`config.mk`:
```
export PLATFORM = sky130hd
export DESIGN_NAME = fifo_page_cache_controller_unit
export DESIGN_NICKNAME = d
export VERILOG_FILES = /design/src/fpcc_pkg.sv /design/src/fpcc_ram.sv /design/src/fpcc_div.sv /design/src/fifo_page_cache_controller_unit.sv
export SDC_FILE = /design/constraint.sdc
export NUM_CORES = 2
export LEC_CHECK = 0
export ABC_AREA = 0
export CORE_UTILIZATION = 56
export CTS_CLUSTER_DIAMETER = 80
export DETAILED_ROUTE_END_ITERATION = 7
export DONT_BUFFER_PORTS = 1
export GPL_TIMING_DRIVEN = 1
export PLACE_DENSITY = 0.71
export SYNTH_ARGS = -nofsm -noshare
export SYNTH_HDL_FRONTEND = slang
export SYNTH_SLANG_ARGS = --single-unit
```
`constraint.sdc`:
```
create_clock -name clk -period 9.8 [get_ports clk]
set_clock_uncertainty 0.1 [all_clocks]
set_input_delay 1.47 -clock clk [delete_from_list [all_inputs] [get_ports clk]]
set_output_delay 1.47 -clock clk [all_outputs]
set_load 0.1 [all_outputs]
```
`src/fpcc_pkg.sv`:
```
// Shared types, constants and functions for the FIFO page cache controller.
// No dependencies; used by fpcc_div and fifo_page_cache_controller_unit.
package fpcc_pkg;

	localparam int IDX_W     = 32;  // element index / page number width
	localparam int PS_W      = 17;  // page size register width
	localparam int OFF_W     = 16;  // offset width
	localparam int CNT_W     = 17;  // element count width
	localparam int TOT_W     = 32;  // total_elements width
	localparam int PROD_W    = IDX_W + PS_W;
	localparam int CFG_IDX_W = 2;
	localparam int CFG_DAT_W = 32;
	localparam int DIV_CNT_W = 5;

	localparam logic [DIV_CNT_W-1:0] DIV_LAST_STEP = DIV_CNT_W'(IDX_W - 1);

	// register indexes on the configuration channel
	localparam logic [CFG_IDX_W-1:0] REG_PAGE_SIZE = CFG_IDX_W'(0);
	localparam logic [CFG_IDX_W-1:0] REG_TOTAL     = CFG_IDX_W'(1);

	localparam logic [PS_W-1:0] PS_RESET = PS_W'(256);
	localparam logic [PS_W-1:0] PS_MAX   = PS_W'(65536);

	// divider result, handed back to the sequencer
	typedef struct packed {
		logic             done;
		logic [IDX_W-1:0] quot;
		logic [OFF_W-1:0] rem;
	} div_res_t;

	// elements in the page starting at start: full, shortened at the end, or none
	function automatic logic [CNT_W-1:0] page_len(
		input logic [PROD_W-1:0] start,
		input logic [PS_W-1:0]   ps,
		input logic [TOT_W-1:0]  total
	);
		logic [PROD_W:0]   end_v;
		logic [PROD_W:0]   tot_v;
		logic [PROD_W-1:0] diff;
		logic [CNT_W-1:0]  len;
		tot_v = (PROD_W+1)'(total);
		end_v = {1'b0, start} + (PROD_W+1)'(ps);
		diff  = PROD_W'(total) - start;
		if ({1'b0, start} >= tot_v) begin
			len = '0;
		end else if (end_v > tot_v) begin
			len = diff[CNT_W-1:0];
		end else begin
			len = ps;
		end
		return len;
	endfunction

endpackage

```
`src/fpcc_ram.sv`:
```
// Generic single-write, single-read RAM with registered read data.
// No dependencies.
module fpcc_ram #(
	parameter int WIDTH = 32,
	parameter int DEPTH = 16
) (
	input  logic                                  clk,
	input  logic                                  we,
	input  logic [(DEPTH > 1 ? $clog2(DEPTH) : 1)-1:0] waddr,
	input  logic [WIDTH-1:0]                      wdata,
	input  logic [(DEPTH > 1 ? $clog2(DEPTH) : 1)-1:0] raddr,
	output logic [WIDTH-1:0]                      rdata
);

	logic [WIDTH-1:0] mem_q [DEPTH];
	logic [WIDTH-1:0] rdata_q;

	always_ff @(posedge clk) begin
		if (we) begin
			mem_q[waddr] <= wdata;
		end
		rdata_q <= mem_q[raddr];
	end

	assign rdata = rdata_q;

endmodule

```
`src/fpcc_div.sv`:
```
// Restoring divider, one quotient bit per cycle, for the index / page size split.
// Depends on fpcc_pkg.
module fpcc_div (
	input  logic                          clk,
	input  logic                          arst_n,
	input  logic                          start,
	input  logic [fpcc_pkg::IDX_W-1:0]    dividend,
	input  logic [fpcc_pkg::PS_W-1:0]     divisor,
	output fpcc_pkg::div_res_t            res
);

	logic [fpcc_pkg::IDX_W-1:0]     quo_q;
	logic [fpcc_pkg::PS_W-1:0]      rem_q;
	logic [fpcc_pkg::PS_W-1:0]      dvs_q;
	logic [fpcc_pkg::DIV_CNT_W-1:0] cnt_q;
	logic                           busy_q;
	logic                           done_q;

	logic [fpcc_pkg::PS_W:0]        shifted;
	logic [fpcc_pkg::PS_W:0]        diff;
	logic                           ge;

	assign shifted = {rem_q, quo_q[fpcc_pkg::IDX_W-1]};
	assign ge      = shifted >= {1'b0, dvs_q};
	assign diff    = shifted - {1'b0, dvs_q};

	always_ff @(posedge clk or negedge arst_n) begin
		if (!arst_n) begin
			busy_q <= 1'b0;
			done_q <= 1'b0;
			cnt_q  <= '0;
		end else begin
			done_q <= 1'b0;
			if (start) begin
				busy_q <= 1'b1;
				cnt_q  <= '0;
			end else if (busy_q) begin
				cnt_q <= cnt_q + 1'b1;
				if (cnt_q == fpcc_pkg::DIV_LAST_STEP) begin
					busy_q <= 1'b0;
					done_q <= 1'b1;
				end
			end
		end
	end

	always_ff @(posedge clk) begin
		if (start) begin
			quo_q <= dividend;
			rem_q <= '0;
			dvs_q <= divisor;
		end else if (busy_q) begin
			quo_q <= {quo_q[fpcc_pkg::IDX_W-2:0], ge};
			rem_q <= ge ? diff[fpcc_pkg::PS_W-1:0] : shifted[fpcc_pkg::PS_W-1:0];
		end
	end

	assign res.done = done_q;
	assign res.quot = quo_q;
	assign res.rem  = rem_q[fpcc_pkg::OFF_W-1:0];

endmodule

```
`src/fifo_page_cache_controller_unit.sv`:
```
// FIFO page cache controller, top level: sequencer, slot state and result register.
// Depends on fpcc_pkg, fpcc_div and fpcc_ram.
//
// One item (an element index) is taken while the block is idle; the block then
// holds in_stall high until the result is placed in the output register. The
// index is split into page number and offset by a one-bit-per-cycle divider
// (32 steps), then the SLOTS page tags are read from a small RAM one per
// cycle, lowest slot first, until the page is found or every slot is ruled
// out. A miss reads the victim tag, writes the new one, and forms the
// write-back and load lengths through one 32x17 multiplier and a compare
// against total_elements. Replacement is round robin over the slots, which
// is FIFO order. Every access marks its slot dirty; hit and fault totals
// saturate. A finished item waits in the output register while the next
// item is already being worked on.
// Configuration writes are always ready (cfg_ready high); index 0 is
// page_size (0 acts as 1, above 65536 acts as 65536), index 1 is
// total_elements, other indexes are ignored.
module fifo_page_cache_controller_unit #(
	parameter int SLOTS = 16
) (
	input  logic                              clk,
	input  logic                              arst_n,
	// configuration channel
	input  logic                              cfg_valid,
	output logic                              cfg_ready,
	input  logic [fpcc_pkg::CFG_IDX_W-1:0]    cfg_index,
	input  logic [fpcc_pkg::CFG_DAT_W-1:0]    cfg_data,
	// input channel
	input  logic                              in_valid,
	output logic                              in_stall,
	input  logic [fpcc_pkg::IDX_W-1:0]        element_index,
	// output channel
	output logic                              out_valid,
	input  logic                              out_stall,
	output logic                              hit,
	output logic [5:0]                        slot,
	output logic [fpcc_pkg::OFF_W-1:0]        offset,
	output logic [fpcc_pkg::IDX_W-1:0]        page_number,
	output logic                              writeback_needed,
	output logic [fpcc_pkg::IDX_W-1:0]        writeback_page,
	output logic [fpcc_pkg::CNT_W-1:0]        writeback_count,
	output logic [fpcc_pkg::CNT_W-1:0]        load_count,
	output logic [31:0]                       fault_count,
	output logic [31:0]                       hit_count
);

	localparam int SW = (SLOTS > 1) ? $clog2(SLOTS) : 1;
	localparam logic [SW-1:0] LAST_SLOT = SW'(SLOTS - 1);

	typedef enum logic [7:0] {
		ST_IDLE = 8'b0000_0001,
		ST_DIV  = 8'b0000_0010,
		ST_SCAN = 8'b0000_0100,
		ST_VRD  = 8'b0000_1000,
		ST_WB   = 8'b0001_0000,
		ST_MUL  = 8'b0010_0000,
		ST_LEN  = 8'b0100_0000,
		ST_FIN  = 8'b1000_0000
	} state_t;

	state_t state_q;

	// configuration
	logic [fpcc_pkg::PS_W-1:0]  page_size_q;
	logic [fpcc_pkg::TOT_W-1:0] total_q;

	// working registers of the current item
	logic [fpcc_pkg::IDX_W-1:0]  idx_q;
	logic [fpcc_pkg::PS_W-1:0]   ps_q;
	logic [fpcc_pkg::IDX_W-1:0]  page_q;
	logic [fpcc_pkg::OFF_W-1:0]  off_q;
	logic                        hit_w_q;
	logic [SW-1:0]               sel_q;
	logic                        wb_need_q;
	logic [fpcc_pkg::IDX_W-1:0]  wb_page_q;
	logic [fpcc_pkg::CNT_W-1:0]  wb_cnt_q;
	logic [fpcc_pkg::CNT_W-1:0]  load_q;
	logic [fpcc_pkg::PROD_W-1:0] prod_q;

	// tag scan
	logic [SW-1:0] issue_q;
	logic          issue_done_q;
	logic [SW-1:0] cmp_addr_q;
	logic          cmp_vld_q;

	// slot state
	logic [SLOTS-1:0] valid_q;
	logic [SLOTS-1:0] dirty_q;
	logic [SW-1:0]    vp_q;
	logic [31:0]      faults_q;
	logic [31:0]      hits_q;

	// output register
	logic                        out_valid_q;
	logic                        o_hit_q;
	logic [5:0]                  o_slot_q;
	logic [fpcc_pkg::OFF_W-1:0]  o_off_q;
	logic [fpcc_pkg::IDX_W-1:0]  o_page_q;
	logic                        o_wb_need_q;
	logic [fpcc_pkg::IDX_W-1:0]  o_wb_page_q;
	logic [fpcc_pkg::CNT_W-1:0]  o_wb_cnt_q;
	logic [fpcc_pkg::CNT_W-1:0]  o_load_q;

	logic                        accept;
	logic                        emit;
	logic [fpcc_pkg::PS_W-1:0]   eff_ps;
	fpcc_pkg::div_res_t          div_res;
	logic [SW-1:0]               raddr;
	logic [fpcc_pkg::IDX_W-1:0]  rdata;
	logic                        ram_we;
	logic                        tag_match;
	logic [fpcc_pkg::PROD_W-1:0] prod_d;
	logic [fpcc_pkg::PROD_W-1:0] load_start;
	logic [31:0]                 faults_nx;
	logic [31:0]                 hits_nx;

	assign cfg_ready = 1'b1;
	assign in_stall  = (state_q != ST_IDLE);
	assign accept    = in_valid && (state_q == ST_IDLE);
	// result moves into the output register once that register is free
	assign emit      = (state_q == ST_FIN) && (!out_valid_q || !out_stall);

	always_comb begin
		if (page_size_q == '0) begin
			eff_ps = fpcc_pkg::PS_W'(1);
		end else if (page_size_q > fpcc_pkg::PS_MAX) begin
			eff_ps = fpcc_pkg::PS_MAX;
		end else begin
			eff_ps = page_size_q;
		end
	end

	fpcc_div u_div (
		.clk      (clk),
		.arst_n   (arst_n),
		.start    (accept),
		.dividend (element_index),
		.divisor  (eff_ps),
		.res      (div_res)
	);

	// page tags; a tag is only compared where its valid bit is set
	assign raddr  = (state_q == ST_VRD) ? vp_q : issue_q;
	assign ram_we = (state_q == ST_WB);

	fpcc_ram #(
		.WIDTH (fpcc_pkg::IDX_W),
		.DEPTH (SLOTS)
	) u_tags (
		.clk   (clk),
		.we    (ram_we),
		.waddr (vp_q),
		.wdata (page_q),
		.raddr (raddr),
		.rdata (rdata)
	);

	assign tag_match  = cmp_vld_q && valid_q[cmp_addr_q] && (rdata == page_q);
	assign prod_d     = fpcc_pkg::PROD_W'(wb_page_q) * fpcc_pkg::PROD_W'(ps_q);
	assign load_start = fpcc_pkg::PROD_W'(idx_q - fpcc_pkg::IDX_W'(off_q));

	assign faults_nx = (!hit_w_q && faults_q != '1) ? faults_q + 32'd1 : faults_q;
	assign hits_nx   = ( hit_w_q && hits_q   != '1) ? hits_q   + 32'd1 : hits_q;

	// configuration registers
	always_ff @(posedge clk or negedge arst_n) begin
		if (!arst_n) begin
			page_size_q <= fpcc_pkg::PS_RESET;
			total_q     <= '0;
		end else if (cfg_valid && cfg_ready) begin
			case (cfg_index)
				fpcc_pkg::REG_PAGE_SIZE: page_size_q <= cfg_data[fpcc_pkg::PS_W-1:0];
				fpcc_pkg::REG_TOTAL:     total_q     <= cfg_data[fpcc_pkg::TOT_W-1:0];
				default: ;
			endcase
		end
	end

	// sequencer and control state
	always_ff @(posedge clk or negedge arst_n) begin
		if (!arst_n) begin
			state_q      <= ST_IDLE;
			issue_done_q <= 1'b0;
			cmp_vld_q    <= 1'b0;
			valid_q      <= '0;
			dirty_q      <= '0;
			vp_q         <= '0;
			faults_q     <= '0;
			hits_q       <= '0;
			out_valid_q  <= 1'b0;
		end else begin
			// a new result replaces the one leaving in the same cycle
			if (emit) begin
				out_valid_q <= 1'b1;
			end else if (!out_stall) begin
				out_valid_q <= 1'b0;
			end
			case (state_q)
				ST_IDLE: begin
					if (accept) begin
						state_q <= ST_DIV;
					end
				end
				ST_DIV: begin
					if (div_res.done) begin
						state_q      <= ST_SCAN;
						issue_done_q <= 1'b0;
						cmp_vld_q    <= 1'b0;
					end
				end
				ST_SCAN: begin
					cmp_vld_q <= !issue_done_q;
					if (!issue_done_q && issue_q == LAST_SLOT) begin
						issue_done_q <= 1'b1;
					end
					if (tag_match) begin
						state_q <= ST_FIN;
					end else if (issue_done_q && !cmp_vld_q) begin
						state_q <= ST_VRD;
					end
				end
				ST_VRD: begin
					state_q <= ST_WB;
				end
				ST_WB: begin
					valid_q[vp_q] <= 1'b1;
					vp_q          <= (vp_q == LAST_SLOT) ? '0 : vp_q + 1'b1;
					state_q       <= ST_MUL;
				end
				ST_MUL: begin
					state_q <= ST_LEN;
				end
				ST_LEN: begin
					state_q <= ST_FIN;
				end
				ST_FIN: begin
					if (emit) begin
						dirty_q[sel_q] <= 1'b1;
						faults_q       <= faults_nx;
						hits_q         <= hits_nx;
						state_q        <= ST_IDLE;
					end
				end
				default: state_q <= ST_IDLE;
			endcase
		end
	end

	// item datapath
	always_ff @(posedge clk) begin
		if (accept) begin
			idx_q <= element_index;
			ps_q  <= eff_ps;
		end
		if (state_q == ST_DIV && div_res.done) begin
			page_q  <= div_res.quot;
			off_q   <= div_res.rem;
			issue_q <= '0;
		end
		if (state_q == ST_SCAN) begin
			if (!issue_done_q) begin
				cmp_addr_q <= issue_q;
				if (issue_q != LAST_SLOT) begin
					issue_q <= issue_q + 1'b1;
				end
			end
			if (tag_match) begin
				hit_w_q   <= 1'b1;
				sel_q     <= cmp_addr_q;
				wb_need_q <= 1'b0;
				wb_page_q <= '0;
				wb_cnt_q  <= '0;
				load_q    <= '0;
			end else begin
				hit_w_q <= 1'b0;
			end
		end
		if (state_q == ST_WB) begin
			sel_q     <= vp_q;
			wb_need_q <= valid_q[vp_q] && dirty_q[vp_q];
			wb_page_q <= (valid_q[vp_q] && dirty_q[vp_q]) ? rdata : '0;
		end
		if (state_q == ST_MUL) begin
			prod_q <= prod_d;
			load_q <= fpcc_pkg::page_len(load_start, ps_q, total_q);
		end
		if (state_q == ST_LEN) begin
			wb_cnt_q <= wb_need_q ? fpcc_pkg::page_len(prod_q, ps_q, total_q) : '0;
		end
		if (emit) begin
			o_hit_q     <= hit_w_q;
			o_slot_q    <= 6'(sel_q);
			o_off_q     <= off_q;
			o_page_q    <= page_q;
			o_wb_need_q <= wb_need_q;
			o_wb_page_q <= wb_page_q;
			o_wb_cnt_q  <= wb_cnt_q;
			o_load_q    <= load_q;
		end
	end

	assign out_valid        = out_valid_q;
	assign hit              = o_hit_q;
	assign slot             = o_slot_q;
	assign offset           = o_off_q;
	assign page_number      = o_page_q;
	assign writeback_needed = o_wb_need_q;
	assign writeback_page   = o_wb_page_q;
	assign writeback_count  = o_wb_cnt_q;
	assign load_count       = o_load_q;
	assign fault_count      = faults_q;
	assign hit_count        = hits_q;

endmodule
```
==> flow_summary.json <==
{
  "path_cells": "buf_4 > nand2_1 > fa_1 > inv_1 > fa_1 > inv_1 > fa_1 > inv_1 > ha_1 > fa_1 > fa_1 > ha_1 > a21o_1 > a21o_1 > a21oi_1 > a21oi_1 > nor3_1 > o41ai_1 > o41ai_1 > o21bai_1 > a21oi_1 > xnor2_1",
  "cp_max_fo": 25,
  "synth_area_leaders": "edfxtp_1 39%, fa_1 13%, ha_1 6.7%",
  "worstSetupEndpointType": "flip-flop",
  "pre_cts_slack_ns": 1.46,
  "cts_hold_buf": 0,
  "synth_top_area_cell": "edfxtp_1",
  "core_area_um2": 120000,
  "required_ns": 10.18,
  "final_core_util_pct": 61.4,
  "cts_buffer_depth": 3,
  "dpl.hpwl_mm": 129,
  "post_drt_via_cell_ratio": 5.98,
  "chipHeight_um": 351,
  "path_buf_inv": 4,
  "period_needed_ns": 8.43,
  "synthFlopType": "edfxtp_1",
  "yosys_warnings": 0,
  "finalSetupViolations": 0,
  "timing.slew.headroom_pct": 14.1,
  "worst_hold_path_type": "input port to asynchronous set/reset pin",
  "numCtsBuffers": 115,
  "cp.arrival_ns": 8.81,
  "antenna_found_initial": 10,
  "firstDrtPassIters": 6,
  "cp_top_family": "adder cells",
  "status": "complete, no violations",
  "grt_max_degree": 185,
  "ys_ff_latch": 1106,
  "start_util_pct": 56.6,
  "ys_seq_area_share_pct": 46.8,
  "drt_first_iter_violations": 4438,
  "cts-root-buf": "clkbuf_16",
  "track_usage_pct": 30.3,
  "synth.distinct_cells": 93,
  "cts.sinks": 1106,
  "cp_common_cell": "fa_1",
  "finalWorstSetupSlack_ns": 1.37,
  "final_layout_size_suffix_gt1_share_pct": 6.45,
  "remaining_drc_errors": 0,
  "io_pins": 260,
  "avgSynthCellArea_um2": 11.2,
  "syn_inst": 6084,
  "netlist_area_um2": 68000,
  "routed_wl_mm": 184,
  "cts_resized": 0,
  "vias": 46100,
  "grt_setup_unrepaired": "false",
  "area_growth_pct": 8.35,
  "largest_reg_flops": 512,
  "grt_first_pass_wirelength_mm": 279,
  "gp_congestion": 0.960,
  "ant_nets": 0,
  "worst_pin_slew_ns": 1.29,
  "max_flop_register": "u_tags.mem_q",
  "overflow": 0,
  "grt_pass1_vias": 45600,
  "finalMaxSlewViolations": 0,
  "tns_ns": 0,
  "crit_slowest_cell": "edfxtp_1",
  "finalNetCount": 6895,
  "r2r_setup_slack_ns": 1.37,
  "hold_violations": 0,
  "slowest_delay_ns": 1.20,
  "period_share_pct": 86.0,
  "cts_tree": "built",
  "synth_edf_count": 886,
  "io_buffers": 0,
  "clk_latency_ns": 0.76,
  "htreeDepth": 3,
  "rows": 127,
  "cts_setup_buffers": 0,
  "dieArea_um2": 123000,
  "clkTransAtPathRegs_ns": 0.07,
  "routedWlPerCell_um": 23.8,
  "synth_top_area_share_pct": 39.1,
  "top_regs": "u_tags.mem_q: 512 flops, prod_q: 49 flops",
  "maxCapViolations": 0,
  "die_x_um": 351,
  "synth_async_sr_flop_share_pct": 15.1,
  "startpoint_type": "flip-flop",
  "fillers": 9552,
  "fmax_mhz": 119,
  "path_class": "flip-flop to flip-flop"
}
per-stage QoR:
step                      cells  cell area, um^2  hold WS [ns]
after global placement     7500            69700         0.301
after CTS                  7719            73700         0.247
after floorplan            6085            68000         0.300
final                      7721            73700         0.300
after global routing       7719            73700         0.272
after detailed placement   7500            69700         0.305
logic make-up after synthesis:
kind of cell,after synthesis,synth area share (%)
XOR/XNOR,252,3.27
flip-flops,1106,46.8
AO/OA/AOI/OAI,978,9.69
adder cells (fa/ha/maj),819,20.1
other,2,0.0110
AND/OR/NAND/NOR,1868,13.2
buffers and inverters,970,5.41
multiplexers,89,1.52
cell type report:
cell class | count | area, um^2 | area share, %
multi-input cells | 4009 | 32600 | 44.3
flip-flops and latches | 1106 | 31800 | 43.2
clock buffers | 153 | 3150 | 4.27
inverters | 698 | 2630 | 3.56
well taps | 1612 | 2020 | 2.74
clock inverters | 66 | 861 | 1.17
repair buffers | 75 | 588 | 0.798
diodes | 2 | 5.00 | 0.00679
worst reg2reg max path, stage by stage, from the launching register on:
cell and delay [ns]:
edfxtp_1 1.20, buf_4 0.42, nand2_1 0.11, fa_1 0.54
inv_1 0.06, fa_1 0.54, inv_1 0.06, fa_1 0.49
inv_1 0.04, ha_1 0.31, fa_1 0.51, fa_1 0.49
ha_1 0.38, a21o_1 0.18, a21o_1 0.16, a21oi_1 0.35
a21oi_1 0.17, nor3_1 0.53, o41ai_1 0.29, o41ai_1 0.79
o21bai_1 0.16, a21oi_1 0.22, xnor2_1 0.09
cell usage in the layout (no fill, tap or decap), types with 67 or more instances in the layout:
master	Yosys	final
buf_4	3	73
nor3_1	67	67
ha_1	364	364
and2_1	358	342
fa_1	455	455
a211oi_1	188	187
nand2_1	908	907
a21o_1	92	92
o21ai_0	105	105
inv_1	696	692
xnor2_1	178	178
nand4_1	69	69
a31oi_1	92	92
nand3_1	86	86
nor2_1	153	153
a21oi_1	241	241
a311oi_1	68	68
xor2_1	72	72
clkbuf_16	0	116
dfrtp_1	165	165
edfxtp_1	886	886
per-layer routing:
layer	wire (um)	track usage [%]	vias up
met2	88600	49.8	1810
li1	-	-	20700
met1	72100	39.2	23200
met5	34	0	-
met3	12400	4.12	409
met4	10500	16.2	6
worst paths after layout:
check | end | depth (start not counted) | start
setup / recovery | prod_q[44]$_DFFE_PN_ | 22 | u_div.dvs_q[6]$_SDFFCE_PP0P_
hold / removal | dirty_q[1]$_DFFE_PN0P_ | 0 | arst_n
setup reg to reg | prod_q[44]$_DFFE_PN_ | 22 | u_div.dvs_q[6]$_SDFFCE_PP0P_
hold reg to reg | load_count[9]$_DFFE_PP_ | 0 | load_q[9]$_SDFFCE_PP0P_
max in group asynchronous | page_size_q[8]$_DFFE_PN1P_ | 0 | arst_n
min in group clk | load_count[9]$_DFFE_PP_ | 0 | load_q[9]$_SDFFCE_PP0P_
cells in the mapped netlist, drive strengths merged (12+ instances only):
cell type  instances
and3              37
a21oi            241
dfxtp             53
o211ai            21
a21o              92
nand3             86
or2               24
o21bai            19
nor3b             14
nand2b            22
o21a              33
mux2i             31
dfrtp            165
nor2             155
nor2b             34
inv              696
ha               364
or4               12
and2             360
and4              16
a311oi            68
nor3              68
nor4              30
edfxtp           886
nand4             69
o21ai            115
buf               15
xnor2            178
a211oi           188
nand2            908
a31oi             92
fa               455
a22o              15
mux2              52
clkbuf           257
xor2              74
Power is left out: the tool's default activity adds up to more than one toggle a clock period on the data nets, which glitch-free logic cannot reach.
